[src/rtl/kpgc_pkg.sv]
// Package with shared types and constants of the key press gesture classifier.
`timescale 1ns / 1ps
`default_nettype none

package kpgc_pkg;

  // Field and counter widths
  localparam int unsigned LevelW    = 4;
  localparam int unsigned DebounceW = 8;
  localparam int unsigned HeldW     = 14;
  localparam int unsigned RelW      = 8;
  localparam int unsigned WinW      = 10;
  localparam int unsigned CfgIdxW   = 2;
  localparam int unsigned CfgDataW  = 14;

  // Register values after reset
  localparam logic [DebounceW-1:0] DebounceReset = 8'd10;
  localparam logic [HeldW-1:0]     LongReset     = 14'd2000;
  localparam logic [WinW-1:0]      WindowReset   = 10'd300;

  // Register indexes on the configuration port
  typedef enum logic [CfgIdxW-1:0] {
    CFG_DEBOUNCE = 2'd0,
    CFG_LONG     = 2'd1,
    CFG_WINDOW   = 2'd2
  } kpgc_cfg_idx_e;

  // Per-key press phase
  typedef enum logic [1:0] {
    PH_IDLE      = 2'd0,
    PH_HELD      = 2'd1,
    PH_RELEASING = 2'd2
  } kpgc_phase_e;

  typedef struct packed {
    logic [DebounceW-1:0] debounce;
    logic [HeldW-1:0]     long_press;
    logic [WinW-1:0]      window;
  } kpgc_cfg_t;

  typedef struct packed {
    logic short_ev;
    logic long_ev;
    logic double_ev;
  } kpgc_events_t;

endpackage

`default_nettype wire

[src/rtl/kpgc_key.sv]
// One key's debounce and gesture state machine with its counters.
`timescale 1ns / 1ps
`default_nettype none

module kpgc_key (
  input  wire logic                clk_i,
  input  wire logic                rst_ni,
  input  wire logic                advance_i,
  input  wire logic                pressed_i,
  input  wire kpgc_pkg::kpgc_cfg_t cfg_i,
  output kpgc_pkg::kpgc_events_t   events_o
);
  import kpgc_pkg::*;

  kpgc_phase_e      phase_q, phase_d;
  logic [HeldW-1:0] held_q, held_d, held_inc;
  logic [RelW-1:0]  rel_q, rel_d, rel_inc;
  logic             armed_q, armed_d, armed_mid;
  logic [WinW-1:0]  win_q, win_d, win_mid, win_inc;
  logic             rel_done, long_hit, win_hit;

  // Saturating increments
  assign held_inc = (held_q == '1) ? held_q : held_q + 1'b1;
  assign rel_inc  = (rel_q == '1) ? rel_q : rel_q + 1'b1;

  assign rel_done = (phase_q == PH_RELEASING) && !pressed_i && (rel_inc >= cfg_i.debounce);
  assign long_hit = (held_q >= cfg_i.long_press);

  // Press completion moves the double-click window before it ticks
  always_comb begin
    armed_mid = armed_q;
    win_mid   = win_q;
    if (rel_done && !long_hit) begin
      if (!armed_q) begin
        armed_mid = 1'b1;
        win_mid   = '0;
      end else begin
        armed_mid = 1'b0;
      end
    end
  end

  assign win_inc = (win_mid == '1) ? win_mid : win_mid + 1'b1;
  assign win_hit = armed_mid && (win_inc >= cfg_i.window);

  // Next state
  always_comb begin
    phase_d = phase_q;
    held_d  = held_q;
    rel_d   = rel_q;
    unique case (phase_q)
      PH_HELD: begin
        if (pressed_i) begin
          held_d = held_inc;
        end else begin
          phase_d = PH_RELEASING;
          rel_d   = rel_inc;
        end
      end
      PH_RELEASING: begin
        if (!pressed_i) begin
          rel_d = rel_inc;
          if (rel_done) begin
            phase_d = PH_IDLE;
            held_d  = '0;
            rel_d   = '0;
          end
        end
      end
      default: begin
        if (pressed_i) begin
          held_d = held_inc;
          if ({{(HeldW-DebounceW){1'b0}}, cfg_i.debounce} <= held_inc) begin
            phase_d = PH_HELD;
          end
        end
      end
    endcase

    armed_d = armed_mid;
    win_d   = win_mid;
    if (armed_mid) begin
      win_d = win_inc;
      if (win_hit) begin
        win_d   = '0;
        armed_d = 1'b0;
      end
    end
  end

  // Event outputs
  always_comb begin
    events_o.long_ev   = rel_done && long_hit;
    events_o.double_ev = rel_done && !long_hit && armed_q;
    events_o.short_ev  = win_hit;
  end

  always_ff @(posedge clk_i or negedge rst_ni) begin
    if (!rst_ni) begin
      phase_q <= PH_IDLE;
      held_q  <= '0;
      rel_q   <= '0;
      armed_q <= 1'b0;
      win_q   <= '0;
    end else if (advance_i) begin
      phase_q <= phase_d;
      held_q  <= held_d;
      rel_q   <= rel_d;
      armed_q <= armed_d;
      win_q   <= win_d;
    end
  end

endmodule

`default_nettype wire

[src/rtl/key_press_gesture_classifier.sv]
// Top level of the key press gesture classifier: configuration, key array, result register.
// The result of an accepted item is registered and appears in the cycle after acceptance.
// Throughput: one item per cycle; the per-key counters and compares finish in one pass.
// The single result register sets the pace: input stalls only while it holds an untaken item.
// Reset: key state clears to idle with zero counters, no result pending, and the
// registers return to debounce 10, long press 2000 and double window 300 ticks.
`timescale 1ns / 1ps
`default_nettype none

module key_press_gesture_classifier #(
  parameter int unsigned NUM_KEYS = 4
) (
  input  wire logic                             clk_i,
  input  wire logic                             rst_ni,
  // tick items
  input  wire logic                             in_valid_i,
  output logic                                  in_stall_o,
  input  wire logic [kpgc_pkg::LevelW-1:0]      key_levels_i,
  // result items
  output logic                                  out_valid_o,
  input  wire logic                             out_stall_i,
  output logic [kpgc_pkg::LevelW-1:0]           short_events_o,
  output logic [kpgc_pkg::LevelW-1:0]           long_events_o,
  output logic [kpgc_pkg::LevelW-1:0]           double_events_o,
  // register writes
  input  wire logic                             cfg_valid_i,
  output logic                                  cfg_ready_o,
  input  wire logic [kpgc_pkg::CfgIdxW-1:0]     cfg_index_i,
  input  wire logic [kpgc_pkg::CfgDataW-1:0]    cfg_data_i
);
  import kpgc_pkg::*;

  // Only the first four keys have a level on the port; further keys see released.
  localparam int unsigned OutKeys = (NUM_KEYS < LevelW) ? NUM_KEYS : LevelW;

  kpgc_cfg_t          cfg_q;
  logic               accept;
  logic               out_valid_q, out_valid_d;
  logic [LevelW-1:0]  short_q, long_q, double_q;
  logic [LevelW-1:0]  short_d, long_d, double_d;
  kpgc_events_t       key_ev [NUM_KEYS];

  // Registers take writes at any time; the user writes them only while idle.
  assign cfg_ready_o = 1'b1;

  always_ff @(posedge clk_i or negedge rst_ni) begin
    if (!rst_ni) begin
      cfg_q.debounce   <= DebounceReset;
      cfg_q.long_press <= LongReset;
      cfg_q.window     <= WindowReset;
    end else if (cfg_valid_i && cfg_ready_o) begin
      unique case (cfg_index_i)
        CFG_DEBOUNCE: cfg_q.debounce   <= cfg_data_i[DebounceW-1:0];
        CFG_LONG:     cfg_q.long_press <= cfg_data_i[HeldW-1:0];
        CFG_WINDOW:   cfg_q.window     <= cfg_data_i[WinW-1:0];
        default: ; // drop writes to unused indexes
      endcase
    end
  end

  // Stall input only while the result register is full and its item is not taken.
  assign in_stall_o = out_valid_q && out_stall_i;
  assign accept     = in_valid_i && !in_stall_o;

  // One state machine per key, advancing on every accepted tick
  for (genvar k = 0; k < NUM_KEYS; k++) begin : g_key
    logic pressed;
    if (k < LevelW) begin : g_port
      assign pressed = key_levels_i[k];
    end else begin : g_none
      assign pressed = 1'b0;
    end

    kpgc_key u_key (
      .clk_i     (clk_i),
      .rst_ni    (rst_ni),
      .advance_i (accept),
      .pressed_i (pressed),
      .cfg_i     (cfg_q),
      .events_o  (key_ev[k])
    );
  end

  // Gather event bits of the keys that reach the output fields
  always_comb begin
    short_d  = '0;
    long_d   = '0;
    double_d = '0;
    for (int unsigned k = 0; k < OutKeys; k++) begin
      short_d[k]  = key_ev[k].short_ev;
      long_d[k]   = key_ev[k].long_ev;
      double_d[k] = key_ev[k].double_ev;
    end
  end

  // Result register: load on accept, empty once taken, hold while stalled
  always_comb begin
    out_valid_d = out_valid_q;
    if (accept) begin
      out_valid_d = 1'b1;
    end else if (!out_stall_i) begin
      out_valid_d = 1'b0;
    end
  end

  always_ff @(posedge clk_i or negedge rst_ni) begin
    if (!rst_ni) begin
      out_valid_q <= 1'b0;
    end else begin
      out_valid_q <= out_valid_d;
    end
  end

  always_ff @(posedge clk_i) begin
    if (accept) begin
      short_q  <= short_d;
      long_q   <= long_d;
      double_q <= double_d;
    end
  end

  assign out_valid_o     = out_valid_q;
  assign short_events_o  = short_q;
  assign long_events_o   = long_q;
  assign double_events_o = double_q;

  // Every accepted tick leaves a result item behind
  assert property (@(posedge clk_i) disable iff (!rst_ni) accept |=> out_valid_o)
    else $error("accepted item produced no result");

  // Input stalls only behind a pending result
  assert property (@(posedge clk_i) disable iff (!rst_ni) in_stall_o |-> out_valid_o)
    else $error("input stalled with empty result register");

  // A finished press is either long or double, never both
  assert property (@(posedge clk_i) disable iff (!rst_ni)
    out_valid_o |-> ((long_events_o & double_events_o) == '0))
    else $error("long and double event on the same key");

  // A double click disarms the window, so it cannot also expire
  assert property (@(posedge clk_i) disable iff (!rst_ni)
    out_valid_o |-> ((short_events_o & double_events_o) == '0))
    else $error("short and double event on the same key");

endmodule

`default_nettype wire

[config.mk]
export PLATFORM = sky130hd
export DESIGN_NAME = key_press_gesture_classifier
export DESIGN_NICKNAME = d
export VERILOG_FILES = /design/src/rtl/kpgc_pkg.sv /design/src/rtl/kpgc_key.sv /design/src/rtl/key_press_gesture_classifier.sv
export SDC_FILE = /design/constraint.sdc
export NUM_CORES = 1
export LEC_CHECK = 0
export BUFFER_PORTS_ARGS = -buffer_cell sky130_fd_sc_hd__buf_2
export CAP_MARGIN = 10
export CORE_ASPECT_RATIO = 0.7
export CORE_UTILIZATION = 40
export CTS_CLUSTER_SIZE = 24
export DETAILED_ROUTE_END_ITERATION = 10
export GPL_TIMING_DRIVEN = 0
export MAX_ROUTING_LAYER = met4
export PLACE_DENSITY_LB_ADDON = 0.25
export SLEW_MARGIN = 20
export SYNTH_ARGS = -nofsm -noshare
export SYNTH_HDL_FRONTEND = slang
export SYNTH_SLANG_ARGS = --single-unit
[constraint.sdc]
create_clock -name clk_i -period 12.95 [get_ports clk_i]
set_clock_uncertainty 0.1 [all_clocks]
set_input_delay 0.6475 -clock clk_i [delete_from_list [all_inputs] [get_ports clk_i]]
set_output_delay 0.6475 -clock clk_i [all_outputs]
set_load 0.02 [all_outputs]
==> results of run 1 <==
## through the flow
step | setup slack (ns) | total power (W) | area [um^2]
after floorplan | 6.82 | 0.00167 | 14700
after global placement | 5.79 | 0.00196 | 15500
after detailed placement | 5.82 | 0.00200 | 15600
after CTS | 5.73 | 0.00255 | 16200
after global routing | 4.94 | 0.00277 | 16200
final | 5.56 | 0.00255 | 16200
## report_power, final
group | total [W] | leakage (nW) | internal, W | switching (W)
Sequential | 0.000882 | 2.29 | 0.000711 | 0.000171
Combinational | 0.00113 | 4.54 | 0.000463 | 0.000666
Clock | 0.000544 | 0.290 | 0.000290 | 0.000254
Total | 0.00255 | 7.12 | 0.00146 | 0.00109
## repair_timing
action,in CTS,in global routing
setup endpoints to repair,0,0
buffers inserted,0,0
hold buffers,1,0
endpoints found under the hold margin,24,0
## layout make-up
cell class / count / area, um^2
buffer: 59 / 245
clock buffer: 18 / 439
clock inverter: 14 / 149
fill: 3466 / 19900
inverter: 90 / 338
multi-input combinational: 1371 / 9420
sequential: 185 / 4700
tap: 480 / 601
timing repair buffer: 41 / 265
## flip-flops by register name, indices dropped and copies added, names as in the netlist
| register | flops |
|---|---|
| cfg_q | 32 |
| long_events_o | 4 |
| g_key.u_key.armed_q | 4 |
| short_events_o | 4 |
| g_key.u_key.held_q | 56 |
| out_valid_o | 1 |
| g_key.u_key.phase_q | 8 |
| g_key.u_key.win_q | 40 |
| g_key.u_key.rel_q | 32 |
| double_events_o | 4 |
## per-layer routing
layer | wire, um | GRT usage (%) | share of wire [%] | vias to the layer above
li1 | - | - | - | 6426
met1 | 21300 | 35.0 | 51 | 6300
met2 | 17400 | 32.8 | 41 | 358
met3 | 2660 | 3.48 | 6.4 | 37
met4 | 549 | 5.39 | 1.3 | 0
met5 | 0 | - | 0 | -
## cells in the final DEF, fill, tap and decap left out, drive strengths merged, types with 9 or more instances in the layout
cell type / instances
a211oi: 15
a21o: 27
a21oi: 113
a22o: 33
a31oi: 21
and2: 25
and3: 26
buf: 59
clkbuf: 58
clkinv: 10
dfrtp: 161
dfstp: 12
edfxtp: 12
ha: 184
inv: 91
mux2: 35
mux2i: 12
nand2: 164
nand2b: 24
nand3: 87
nand3b: 14
nand4: 38
nor2: 128
nor2b: 9
nor3: 47
nor4: 12
o211ai: 16
o21a: 13
o21ai: 136
o22ai: 9
o31ai: 20
or2: 9
or3: 11
or4: 10
xnor2: 35
xor2: 19
## worst max path at each step
stage / startpoint / to / slack [ns] / depth (start not counted)
2_1_floorplan: g_key[3].u_key.rel_q[0] / g_key[3].u_key.win_q[5] / 6.82 / 32
3_3_place_gp: g_key[2].u_key.rel_q[0] / g_key[2].u_key.win_q[7] / 5.79 / 27
3_5_place_dp: g_key[2].u_key.rel_q[0] / g_key[2].u_key.win_q[7] / 5.82 / 27
4_1_cts: g_key[2].u_key.rel_q[0] / g_key[2].u_key.win_q[7] / 5.73 / 27
5_1_grt: g_key[2].u_key.rel_q[0] / g_key[2].u_key.win_q[7] / 4.94 / 27
6_report: g_key[2].u_key.rel_q[0] / g_key[2].u_key.win_q[7] / 5.56 / 27
## cells by family (layout without fill, tap and decap cells)
logic type,Yosys count,after routing
XOR/XNOR,54,54
multiplexers,47,47
flip-flops,185,185
AND/OR/NAND/NOR,622,622
buffers and inverters,149,222
AO/OA/AOI/OAI,463,463
other,1,1
adder cells (fa/ha/maj),184,184
==> metrics.md, run 1 <==
| Metric | Value |
|---|---|
| Status | `completed` |
| Final Wtd Congestion | `0.919` |
| Clock Pin Slew Worst Setup and Hold Paths | `roughly 0.08 ns` |
| FF-to-FF path depth | `27` |
| Multiplexer share of the synthesized area | `between 3 and 4%` |
| Hold path endpoint | `out_valid_o` |
| Netlist cell types | `between 80 and 90` |
| Routed len/inst | `18.5 um` |
| DRC viols | `0` |
| Cells after Synth | `approximately 1.7k` |
| DP HPWL | `roughly 32000 um` |
| R2R Path End | `g_key[2].u_key.win_q[7]` |
| Die area | `~38000 um^2` |
| Final hold vios | `0` |
| Final setup vio count | `0` |
| Data arrival, critical path | `7.69 ns` |
| Worst Hold Launch | `in_valid_i` |
| Slowest CP cell | `a21oi_1` |
| Top cells by count, synth | `ha_1 (184), nand2_1 (163), dfrtp_1 (161)` |
| CP peak stage delay | `between 0.5 and 0.6 ns` |
| Syn_area_per_cell | `~8.6 um^2` |
| Initial Util | `just over 40%` |
| Fin crit share | `a little under three fifths` |
| WL final | `about 42000 um` |
| Period minus WS final | `between 7 and 8 ns` |
| Total GRT Usage | `between 20% and 30%` |
| Initial antenna violation count | `0` |
| Synth area leaders | `dfrtp_1 (27%), ha_1 (16%), o21ai_0 (4.5%)` |
| Post-synthesis instance area | `between 10000 and 15000 um^2` |
| Max_cap viols | `0` |
| EDFF count, synth | `12` |
| Nature of the critical path endpoint | `register` |
| ANT nets after route | `0` |
| Slew HR | `29.8%` |
| Clock buffer depth | `2` |
| Core area | `between 30000 and 40000 um^2` |
| Chip height | `162 um` |
| Finished Core Util | `roughly 45%` |
| Flop-to-flop setup slack | `roughly 5.6 ns` |
| Slew Limit Fails | `0` |
| Worst Hold Depth | `2` |
| Total number of vias | `13.1k` |
| Xor/xnor share of the synthesized area | `between 3 and 4%` |
| FMAX | `between 0.1 and 0.15 GHz` |
| Leak | `approximately 7.1 nW` |
| RSZ-0062 raised after global routing | `false` |
| Layout area overhead | `9.89%` |
| Critical path data required time | `approximately 13 ns` |
| Non-filler instance count after layout | `~2.3k` |
| CTS H-tree depth | `4` |
| Final Net Count | `between 1.5k and 2k` |
| # rows | `just under 60` |
| Sequential share of the synthesized area | `between 30% and 40%` |
| Synth Area in Compound Gates | `between 20% and 30%` |
| CP top delay family | `simple AND/OR/NAND/NOR gates` |
| Slew at the pin with the worst max-slew slack | `around 1.1 ns` |
| Critical path launch point type | `register` |
| IO buf count | `38` |
| Area leader, netlist | `dfrtp_1` |
| Crit Path Class | `register to register` |
| Synth async-reset ratio | `about 94%` |
| Worst vdd ir | `~0.11 mV` |
| Ys Warns | `0` |
| CTS tree | `done` |
| PwrDens | `around 160 nW/um^2` |
| Clk Latency, worst-skew pair | `roughly 0.46 ns` |
| Synthesized flop and latch total | `185` |
| Clock Sinks | `185` |
| Worst reg2reg startpoint | `g_key[2].u_key.rel_q[0]` |
| Top-count cell post-synth | `ha_1` |
| Via-to-Cell Ratio | `between 5 and 6` |
| Buf/Inv on CP | `0` |
| IO Pins | `40` |
| Ratio of cells with drive above 1 in the final layout | `under 10%` |
| Crit Path Max Fanout | `10` |
| Largest family of logic cells by synthesized area | `simple AND/OR/NAND/NOR gates` |
| Vias in the first global route | `between 10k and 15k` |
| # placed instances | `~2.2k` |
| Synth Area in Adders | `about 16%` |
| Total gr overflow | `0` |
| Synth Flop Type | `dfrtp_1` |
| Diode count | `0` |
| Setup TNS | `0 ns` |
| Synth Area in Simple Gates | `about a fifth` |
| Gates resized, CTS repair | `0` |
| Post-synth top area share | `a little over a quarter` |
| Syn_nets | `approximately 1.9k` |
| CTS root buffer | `clkbuf_16` |
| WHS | `a little over 0.3 ns` |
| Number of buffers created by CTS | `17` |
| Hold WC Path Type | `input pin to register` |
| Most frequent cell on the critical path | `ha_1` |
| Initial DRC count | `roughly 1.3k` |
| Largest net degree at the start of global routing | `79` |
| Global-route wire length before repair | `roughly 66000 um` |
| Pre-antenna DRT Iters | `5` |
| Die extent in x | `231 um` |
Power figures use the tool's default switching activity.
==> run 2, diff against run 1 <==
==> constraint.sdc (replaced) <==
create_clock -name clk_i -period 6.3 [get_ports clk_i]
set_clock_uncertainty 0.1 [all_clocks]
set_input_delay 0.315 -clock clk_i [delete_from_list [all_inputs] [get_ports clk_i]]
set_output_delay 0.315 -clock clk_i [all_outputs]
set_load 0.02 [all_outputs]
==> metrics.md, run 2 (synthesis gave the netlist of run 1 again) <==
| Metric | Value |
|---|---|
| Non-filler instance count after layout | `approximately 2.3k` |
| Biggest register | `g_key.u_key.held_q` |
| CTS H-tree depth | `4` |
| Number of buffers created by CTS | `17` |
| Die extent in x | `roughly 230 um` |
| Fill cells | `~3.4k` |
| Slew HR | `between 20% and 30%` |
| Period minus WS final | `about 6 ns` |
| Worst Hold Launch | `cfg_data_i[3]` |
| Commonest non-fill, non-tap cell in the layout | `ha_1` |
| Core area | `36100 um^2` |
| Vias in the first global route | `12.1k` |
| Via-to-Cell Ratio | `approximately 5.9` |
| Status | `completed` |
| Max_cap viols | `0` |
| # rows | `58` |
| Initial DRC count | `about 1.1k` |
| FF-to-FF path depth | `26` |
| Slew Limit Fails | `0` |
| Hold path endpoint | `cfg_q[27]` |
| Global-route wire length before repair | `about 67000 um` |
| FF/Latch Area | `between 4000 and 5000 um^2` |
| Worst vdd ir | `~0.23 mV` |
| IO Pins | `40` |
| Initial antenna violation count | `0` |
| Nature of the critical path endpoint | `register` |
| WL final | `around 43000 um` |
| Clock Pin Slew Worst Setup and Hold Paths | `about 0.080 ns` |
| Clk Latency, worst-skew pair | `between 0.4 and 0.5 ns` |
| Leak | `roughly 7.3 nW` |
| Flop-to-flop setup slack | `between 0.2 and 0.25 ns` |
| ANT nets after route | `0` |
| Most frequent cells in the layout | `ha_1 (179), nand2_1 (160), dfrtp_1 (158), o21ai_0 (126), nor2_1 (114)` |
| Final Wtd Congestion | `0.919` |
| Layout area overhead | `13.8%` |
| Routed len/inst | `~19 um` |
| Multi-input gate area | `9740 um^2` |
| CTS tree | `done` |
| Flip-flop count of the largest register after layout | `56` |
| CP peak stage delay | `around 0.49 ns` |
| Diode count | `0` |
| Total gr overflow | `0` |
| Most frequent cell on the critical path | `ha_1` |
| FMAX | `0.165 GHz` |
| Data arrival, critical path | `6.37 ns` |
| Crit Path Max Fanout | `9` |
| CTS root buffer | `clkbuf_16` |
| Largest net degree at the start of global routing | `79` |
| Clock buffer depth | `2` |
| Clock Sinks | `around 190` |
| Chip height | `162 um` |
| Fin crit share | `a little over nine tenths` |
| Hold WC Path Type | `input pin to register` |
| Die area | `between 30000 and 40000 um^2` |
| Crit Path Class | `register to register` |
| Critical path launch point type | `register` |
| Worst reg2reg startpoint | `g_key[0].u_key.rel_q[0]` |
| Top Registers | `g_key.u_key.held_q: 56 flops, g_key.u_key.win_q: 40 flops` |
| Ratio of cells with drive above 1 in the final layout | `between 10% and 20%` |
| Power, Total | `0.00539 W` |
| Final hold vios | `0` |
| Total GRT Usage | `a little under a quarter` |
| Final Net Count | `around 2k` |
| PwrDens | `between 300 and 400 nW/um^2` |
| Final setup vio count | `0` |
| IO buf count | `38` |
| Slew at the pin with the worst max-slew slack | `1.06 ns` |
| # placed instances | `roughly 2.2k` |
| DRC viols | `0` |
| Slowest CP cell | `or4_4` |
| Initial Util | `about two fifths` |
| Worst Hold Depth | `3` |
| Pre-antenna DRT Iters | `7` |
| Total number of vias | `13.4k` |
| R2R Path End | `g_key[0].u_key.win_q[4]` |
| Critical path data required time | `approximately 6.6 ns` |
| DP HPWL | `between 30000 and 40000 um` |
-- run 2: metrics by stage --
stage | setup TNS [ns] | setup slack (ns) | instance area, um^2 | hold slack, ns | util (%)
global route | -0.447 | -0.0650 | 16700 | 0.0318 | 46.4
detailed placement | -25.24 | -0.826 | 15600 | 0.101 | 43.2
global placement | -24.20 | -0.864 | 15500 | 0.387 | 43.0
floorplan | 0 | 0.174 | 14700 | -0.0806 | -
finish | 0 | 0.221 | 16700 | 0.0229 | 46.4
CTS | 0 | 0.00823 | 16400 | 0.0146 | 45.4
-- run 2: cell type report --
cell class	instances	share of cell area, %
buffer	57	1.63
inverter	90	2.02
tap	480	3.59
timing repair buffer	70	2.95
clock inverter	14	0.890
clock buffer	18	2.62
multi-input combinational	1371	58.2
sequential	185	28.1
-- run 2: what timing repair did --
| action | CTS | global route |
|---|---|---|
| setup endpoints to repair | 48 | 47 |
| cloned | 1 | 0 |
| resized for setup | 37 | 65 |
| setup buffers | 4 | 19 |
| hold buffers | 6 | 0 |
| pin swaps | 3 | 18 |
| endpoints found under the hold margin | 97 | 0 |
-- run 2: routing by layer --
metal,up-vias,GRT usage (%),wire length [um]
met5,-,-,0
met4,0,5.54,645
met3,47,3.78,2730
met2,412,33.1,18000
met1,6426,35.1,21400
li1,6497,-,-
-- run 2: critical path, delay by kind of cell (launching register included) --
family	cells	cell delay [ns]
fa+ha+maj	4	1.05
buf+inv	1	0.13
simple gates	14	2.95
flops	1	0.44
compound gates	5	1.11
xor+xnor	2	0.24
-- run 2: where the power goes --
part / internal (W) / switching (W) / leakage (nW) / total, W
registers: 0.00146 / 0.000361 / 2.29 / 0.00182
logic: 0.00102 / 0.00142 / 4.73 / 0.00244
clock network: 0.000597 / 0.000525 / 0.290 / 0.00112
-- run 2: worst max path at each step --
stage | start | end | slack, ns | depth (start not counted)
after floorplan | g_key[3].u_key.rel_q[0] | g_key[3].u_key.win_q[5] | 0.17 | 32
after global placement | g_key[2].u_key.rel_q[0] | g_key[2].u_key.win_q[7] | -0.86 | 27
after detailed placement | g_key[2].u_key.rel_q[0] | g_key[2].u_key.win_q[7] | -0.83 | 27
after CTS | g_key[3].u_key.rel_q[0] | g_key[3].u_key.win_q[5] | 0.008 | 32
after global routing | g_key[0].u_key.rel_q[0] | g_key[0].u_key.win_q[4] | -0.06 | 26
final | g_key[0].u_key.rel_q[0] | g_key[0].u_key.win_q[4] | 0.22 | 26
